File: src/yrgb_pkg.sv
// Shared constants and types for the YUYV to RGB converter.
// Holds the fixed-point coefficients, datapath widths and the structs passed between modules.
`timescale 1ns / 1ps

package yrgb_pkg;

  localparam int PIX_W    = 8;
  localparam int GAIN_W   = 9;
  localparam int FRAC_W   = 16;
  localparam int CHROMA_W = 26;
  localparam int SUM_W    = 27;
  localparam int PROD_W   = PIX_W + GAIN_W;

  localparam logic signed [17:0] COEF_R_V = 18'sd89830;
  localparam logic signed [17:0] COEF_G_V = 18'sd45744;
  localparam logic signed [17:0] COEF_G_U = 18'sd22127;
  localparam logic signed [17:0] COEF_B_U = 18'sd113538;

  localparam logic [GAIN_W-1:0] GAIN_RESET = 9'd220;

  typedef struct packed {
    logic signed [CHROMA_W-1:0] cr;
    logic signed [CHROMA_W-1:0] cgv;
    logic signed [CHROMA_W-1:0] cgu;
    logic signed [CHROMA_W-1:0] cb;
  } chroma_t;

  typedef struct packed {
    logic [PIX_W-1:0] blue;
    logic [PIX_W-1:0] green;
    logic [PIX_W-1:0] red;
  } rgb_t;

endpackage

File: src/yrgb_chroma.sv
// Shared chroma stage: forms the four coefficient products from one U/V pair.
// Depends on yrgb_pkg for the coefficients and the chroma_t struct.
`timescale 1ns / 1ps

module yrgb_chroma (
  input  logic                      clk,
  input  logic                      en,
  input  logic [yrgb_pkg::PIX_W-1:0] chroma_blue,
  input  logic [yrgb_pkg::PIX_W-1:0] chroma_red,
  output yrgb_pkg::chroma_t          terms
);

  logic signed [yrgb_pkg::PIX_W-1:0] du;
  logic signed [yrgb_pkg::PIX_W-1:0] dv;

  // Removing the offset of 128 from an 8-bit sample is a flip of its top bit.
  assign du = {~chroma_blue[yrgb_pkg::PIX_W-1], chroma_blue[yrgb_pkg::PIX_W-2:0]};
  assign dv = {~chroma_red[yrgb_pkg::PIX_W-1], chroma_red[yrgb_pkg::PIX_W-2:0]};

  always_ff @(posedge clk) begin
    if (en) begin
      terms.cr  <= yrgb_pkg::CHROMA_W'(yrgb_pkg::COEF_R_V) * yrgb_pkg::CHROMA_W'(dv);
      terms.cgv <= yrgb_pkg::CHROMA_W'(yrgb_pkg::COEF_G_V) * yrgb_pkg::CHROMA_W'(dv);
      terms.cgu <= yrgb_pkg::CHROMA_W'(yrgb_pkg::COEF_G_U) * yrgb_pkg::CHROMA_W'(du);
      terms.cb  <= yrgb_pkg::CHROMA_W'(yrgb_pkg::COEF_B_U) * yrgb_pkg::CHROMA_W'(du);
    end
  end

endmodule

File: src/yrgb_lane.sv
// One pixel lane: adds luma to the chroma terms, clamps, then applies the output gain.
// Depends on yrgb_pkg for widths and the chroma_t and rgb_t structs.
`timescale 1ns / 1ps

module yrgb_lane (
  input  logic                        clk,
  input  logic                        en,
  input  logic [yrgb_pkg::PIX_W-1:0]  luma,
  input  yrgb_pkg::chroma_t           terms,
  input  logic [yrgb_pkg::GAIN_W-1:0] gain,
  output yrgb_pkg::rgb_t              pixel
);

  logic signed [yrgb_pkg::SUM_W-1:0] base;
  logic signed [yrgb_pkg::SUM_W-1:0] sum_r;
  logic signed [yrgb_pkg::SUM_W-1:0] sum_g;
  logic signed [yrgb_pkg::SUM_W-1:0] sum_b;
  yrgb_pkg::rgb_t                    clamped;

  function automatic logic [yrgb_pkg::PIX_W-1:0] clamp(
    input logic signed [yrgb_pkg::SUM_W-1:0] s
  );
    logic [yrgb_pkg::PIX_W-1:0] c;
    if (s[yrgb_pkg::SUM_W-1]) begin
      c = '0;
    end else if (|s[yrgb_pkg::SUM_W-2:yrgb_pkg::FRAC_W+yrgb_pkg::PIX_W]) begin
      c = '1;
    end else begin
      c = s[yrgb_pkg::FRAC_W+yrgb_pkg::PIX_W-1:yrgb_pkg::FRAC_W];
    end
    return c;
  endfunction

  function automatic logic [yrgb_pkg::PIX_W-1:0] scale(
    input logic [yrgb_pkg::PIX_W-1:0]  c,
    input logic [yrgb_pkg::GAIN_W-1:0] g
  );
    logic [yrgb_pkg::PROD_W-1:0] p;
    p = yrgb_pkg::PROD_W'(c) * yrgb_pkg::PROD_W'(g);
    return p[yrgb_pkg::PROD_W-1] ? '1 : p[yrgb_pkg::PROD_W-2:yrgb_pkg::PIX_W];
  endfunction

  assign base  = $signed({{(yrgb_pkg::SUM_W-yrgb_pkg::PIX_W-yrgb_pkg::FRAC_W){1'b0}},
                          luma, {yrgb_pkg::FRAC_W{1'b0}}});
  assign sum_r = base + yrgb_pkg::SUM_W'(terms.cr);
  assign sum_g = base - yrgb_pkg::SUM_W'(terms.cgv) - yrgb_pkg::SUM_W'(terms.cgu);
  assign sum_b = base + yrgb_pkg::SUM_W'(terms.cb);

  always_ff @(posedge clk) begin
    if (en) begin
      clamped.red   <= clamp(sum_r);
      clamped.green <= clamp(sum_g);
      clamped.blue  <= clamp(sum_b);
      pixel.red     <= scale(clamped.red, gain);
      pixel.green   <= scale(clamped.green, gain);
      pixel.blue    <= scale(clamped.blue, gain);
    end
  end

endmodule

File: src/yuyv_to_rgb_scaled_converter.sv
// Top level of the YUYV 4:2:2 to RGB888 converter with output gain.
// Depends on yrgb_pkg, yrgb_chroma and yrgb_lane.
`timescale 1ns / 1ps

// Each transfer on the slave side carries one YUYV macropixel and produces one transfer on
// the master side with two RGB pixels that share its chroma. The block takes one macropixel
// every cycle while not stalled and is pipelined: a shared chroma multiply stage, then two
// pixel lanes that each add luma and clamp in one stage and apply the gain in the next, whose
// registers also hold the result. The whole pipeline stalls while a result waits to be taken.
// The gain register resets to 220 and is meant to be written only while no data is in flight.

module yuyv_to_rgb_scaled_converter (
  input  logic        clk,
  input  logic        rst,
  input  logic        s_tvalid,
  output logic        s_tready,
  // luma_first, chroma_blue, luma_second, chroma_red
  input  logic [31:0] s_tdata,
  // frame_end
  input  logic        s_tlast,
  output logic        m_tvalid,
  input  logic        m_tready,
  // red_first, green_first, blue_first, red_second, green_second, blue_second
  output logic [47:0] m_tdata,
  // frame_end_out
  output logic        m_tlast,
  input  logic        gain_wr_en,
  input  logic [8:0]  gain_wr_data
);

  logic                        en;
  logic [yrgb_pkg::GAIN_W-1:0] gain;
  logic                        valid_mul;
  logic                        valid_clamp;
  logic [yrgb_pkg::PIX_W-1:0]  luma_first;
  logic [yrgb_pkg::PIX_W-1:0]  luma_second;
  logic                        last_mul;
  logic                        last_clamp;
  yrgb_pkg::chroma_t           terms;
  yrgb_pkg::rgb_t              pixel_first;
  yrgb_pkg::rgb_t              pixel_second;

  assign en       = !m_tvalid || m_tready;
  assign s_tready = en;

  always_ff @(posedge clk) begin
    if (rst) begin
      gain        <= yrgb_pkg::GAIN_RESET;
      valid_mul   <= 1'b0;
      valid_clamp <= 1'b0;
      m_tvalid    <= 1'b0;
    end else begin
      if (gain_wr_en) begin
        gain <= gain_wr_data;
      end
      if (en) begin
        valid_mul   <= s_tvalid;
        valid_clamp <= valid_mul;
        m_tvalid    <= valid_clamp;
      end
    end
  end

  always_ff @(posedge clk) begin
    if (en) begin
      luma_first  <= s_tdata[7:0];
      luma_second <= s_tdata[23:16];
      last_mul    <= s_tlast;
      last_clamp  <= last_mul;
      m_tlast     <= last_clamp;
    end
  end

  yrgb_chroma u_chroma (
    .clk         (clk),
    .en          (en),
    .chroma_blue (s_tdata[15:8]),
    .chroma_red  (s_tdata[31:24]),
    .terms       (terms)
  );

  yrgb_lane u_lane_first (
    .clk   (clk),
    .en    (en),
    .luma  (luma_first),
    .terms (terms),
    .gain  (gain),
    .pixel (pixel_first)
  );

  yrgb_lane u_lane_second (
    .clk   (clk),
    .en    (en),
    .luma  (luma_second),
    .terms (terms),
    .gain  (gain),
    .pixel (pixel_second)
  );

  assign m_tdata = {pixel_second.blue, pixel_second.green, pixel_second.red,
                    pixel_first.blue, pixel_first.green, pixel_first.red};

endmodule
File: config.mk
export PLATFORM = sky130hd
export DESIGN_NAME = yuyv_to_rgb_scaled_converter
export DESIGN_NICKNAME = d
export VERILOG_FILES = /design/src/yrgb_pkg.sv /design/src/yrgb_chroma.sv /design/src/yrgb_lane.sv /design/src/yuyv_to_rgb_scaled_converter.sv
export SDC_FILE = /design/constraint.sdc
export NUM_CORES = 2
export LEC_CHECK = 0
export BUFFER_PORTS_ARGS = -buffer_cell sky130_fd_sc_hd__buf_2
export CAP_MARGIN = 40
export CORE_MARGIN = 1
export CORE_UTILIZATION = 55
export DETAILED_ROUTE_END_ITERATION = 10
export PLACE_DENSITY = 0.72
export SYNTH_ARGS = -nofsm -noshare
export SYNTH_HDL_FRONTEND = slang
export SYNTH_SLANG_ARGS = --single-unit
File: constraint.sdc
create_clock -name clk -period 12.25 [get_ports clk]
set_input_delay 3.675 -clock clk [delete_from_list [all_inputs] [get_ports clk]]
set_output_delay 3.675 -clock clk [all_outputs]
set_load 0.005 [all_outputs]
==> reports/metrics.cfg <==
[route]
drcViolationCount=0
wirelength_mm=65.1
avgViaCountPerCell=5.45
post_drt_wl_per_cell_um=16.9
vias=21000
drtPass1Iterations=5
drtAntennaViolNets=0
drtIter0Drc=981

[global_route]
grt_first_pass_wirelength_mm=109
grt_max_degree=152
antenna_found_initial=0
overflow=0
grtUsageTotal_pct=24.7
grt_pass1_vias=22300

[die]
fp-row-count=85
ios=98
core-area_um2=53800
dieArea_um2=55300
die_width_um=235
die_h_um=235
start_util_pct=55.6

[worst_setup_path]
cpMostUsedCell=fa_1
crit_path_top_delay_cell=fa_1
cp_num_buf_inv=4
critPathMaxFanout=11
crit_path_start_kind=primary input
crit_path_end_kind=flip-flop
arrival_ps=8570
crit_chain=buf_2, inv_1, fa_1, inv_1, fa_1, fa_1, fa_1, inv_1, ha_1, a21o_1, a21o_1, a21oi_1, a211oi_1, o21ai_0, a21oi_1, o41ai_2, mux2i_1, a2111oi_0
critPathRequiredTime_ps=12540
path_delay_family=adder cells
cpPeakStageDelay_ps=530
crit_type=primary input to flip-flop

[cells_and_area]
drive_above_1_share_pct=5.37
seq_area_um2=5650
nFillCells=4632
layout_commonest_cell=inv_1
final_nets=4042
num_antenna_cells=0
multi_input_area_um2=21600
most-common-layout-cells=inv_1, ha_1, fa_1, and2_1, edfxtp_1
area_delta_synth_final_pct=6.14

[clocking]
cts_root_buf=clkbuf_16
cts_max_path_buffers=2
h-tree-depth=4
post_cts_resized=0
cts_sinks=192
cts-buffers-inserted=17
clkTransAtPathRegs_ps=80
postCtsSetupBuffers=0
cts_tree=done
clk_latency_ps=510
cts-hold-fix-buffers=0

[timing]
relSlewSlack_pct=33.5
post-route-period-util_pct=67.6
rsz0062_at_grt=false
timing.fmax_mhz=121
setup_tns_ps=0
setup_viol=0
hold_viol=0
fin_crit_ps=8280
skew_ps=20.6
slew_violations=0
worst_slew_pin_slew_ps=998

[synth]
synth_nets=3968
yosysTopAreaCell=fa_1
yosysTopAreaCellShare_pct=25.6
ys.warnings.count=0
synthCells=3063
synth-seq-cells=192
synth_area_um2=29900
seq_area_frac_synth_pct=18.9
synth_edf_count=180
syn_avg_cell_area_um2=9.76
yosys_most_used_dff=edfxtp_1
synthArstFlopShare_pct=0
ys_types=74
yosys-top-cells-area=fa_1, ha_1, edfxtp_1, inv_1, and2_1

[placed_design]
gp_congestion=0.926
hpwl_mm=52.4
port_buffers=97

[min_path]
min_path_type=flip-flop to flip-flop

[job]
cap_viol_max_count=0

[status]
status=completed

worst reg2reg max path, cell delays in order (launching register included):
cell      delay, ps
dfxtp_1         310
buf_4           420
nand2_1         180
fa_1            520
fa_1            550
inv_1            50
fa_1            530
inv_1            60
fa_1            530
inv_1            40
ha_1            290
and2_1          190
a22o_1          220
a311oi_1        530
nor3_1          160
o21a_1          230
nor2_1          120
xnor2_1         280
o21ai_0         210
synthesized netlist by cell type (all sizes together), types with 3 or more instances:
cell type  count
a21o          62
nand4         11
a311o          5
nand2        164
o21bai        24
fa           383
o21ai         86
a21boi        10
xor2          37
buf            4
o21a          44
o211ai         8
nand3         28
a31o           4
a211o         11
nor3          45
a211oi        15
a21oi         90
or3            9
clkbuf        49
a2111oi        4
nand4b         4
nor2b         24
xnor2         74
mux2i          7
nor4           5
and3          13
and2         321
edfxtp       180
ha           475
nor2          99
o31a           6
inv          649
nand2b        25
or2           12
a221oi         3
dfxtp         12
or4            4
o41ai          4
a31oi         16
a311oi         6
o31ai          6
final timing paths:
path                                      startpoint  slack [ps]                                    to  depth (start not counted)
worst max register to register  gain[1]$_SDFFE_PP0P_        6530  u_lane_second.pixel[7]$_SDFFCE_PP1P_                         18
worst min register to register    last_mul$_DFFE_PP_         440                  last_clamp$_DFFE_PP_                          0
worst max-delay path                     s_tdata[31]        3970         u_chroma.terms[103]$_DFFE_PP_                         18
worst min-delay path              last_mul$_DFFE_PP_         440                  last_clamp$_DFFE_PP_                          0
layout make-up:
type	count	area share, %
clock buffers	18	1.35
well taps	696	2.74
clock inverters	14	0.497
flip-flops and latches	192	17.8
multi-input cells	2169	68.1
inverters	649	7.68
repair buffers	108	1.82
registers in the layout (all words and copies together), names as in the netlist:
name                   count
u_lane_first.pixel        24
u_chroma.terms            65
valid_mul                  1
valid_clamp                1
luma_first                 8
u_lane_second.pixel       24
u_lane_first.clamped      24
m_tvalid                   1
last_clamp                 1
m_tlast                    1
u_lane_second.clamped     24
gain                       9
last_mul                   1
luma_second                8
metrics by stage:
stage | cell area [um^2] | cells | utilization, % | hold slack [ps] | setup WS [ps]
6_report | 31700 | 3846 | 59.0 | 435 | 3970
4_1_cts | 31700 | 3846 | 59.0 | 435 | 4030
3_5_place_dp | 31200 | 3814 | 57.9 | 416 | 3500
2_1_floorplan | 29900 | 3063 | - | 400 | 457
5_1_grt | 31700 | 3846 | 59.0 | 439 | 3670
3_3_place_gp | 31100 | 3813 | 57.9 | 403 | 3610
per-layer routing:
metal  global-route usage, %  part of all wire [%]
met3                    4.27                   3.7
met5                       0                     0
met1                    30.7                    43
met2                    43.6                    51
met4                    7.62                   2.3
logic make-up (layout without fill, tap and decap cells):
family	after synthesis	after routing	share of synthesized area, %
AOI/OAI and AO/OA	421	421	9.50
muxes	7	7	0.234
adders and majority gates	858	858	45.5
buffers and inverters	702	789	8.84
DFF	192	192	18.9
and+or+nand+nor	772	772	13.8
xor gates and xnor gates	111	111	3.25
Power is not shown: default switching activity piles up to over one toggle a cycle in this logic, so the estimate is an artifact.
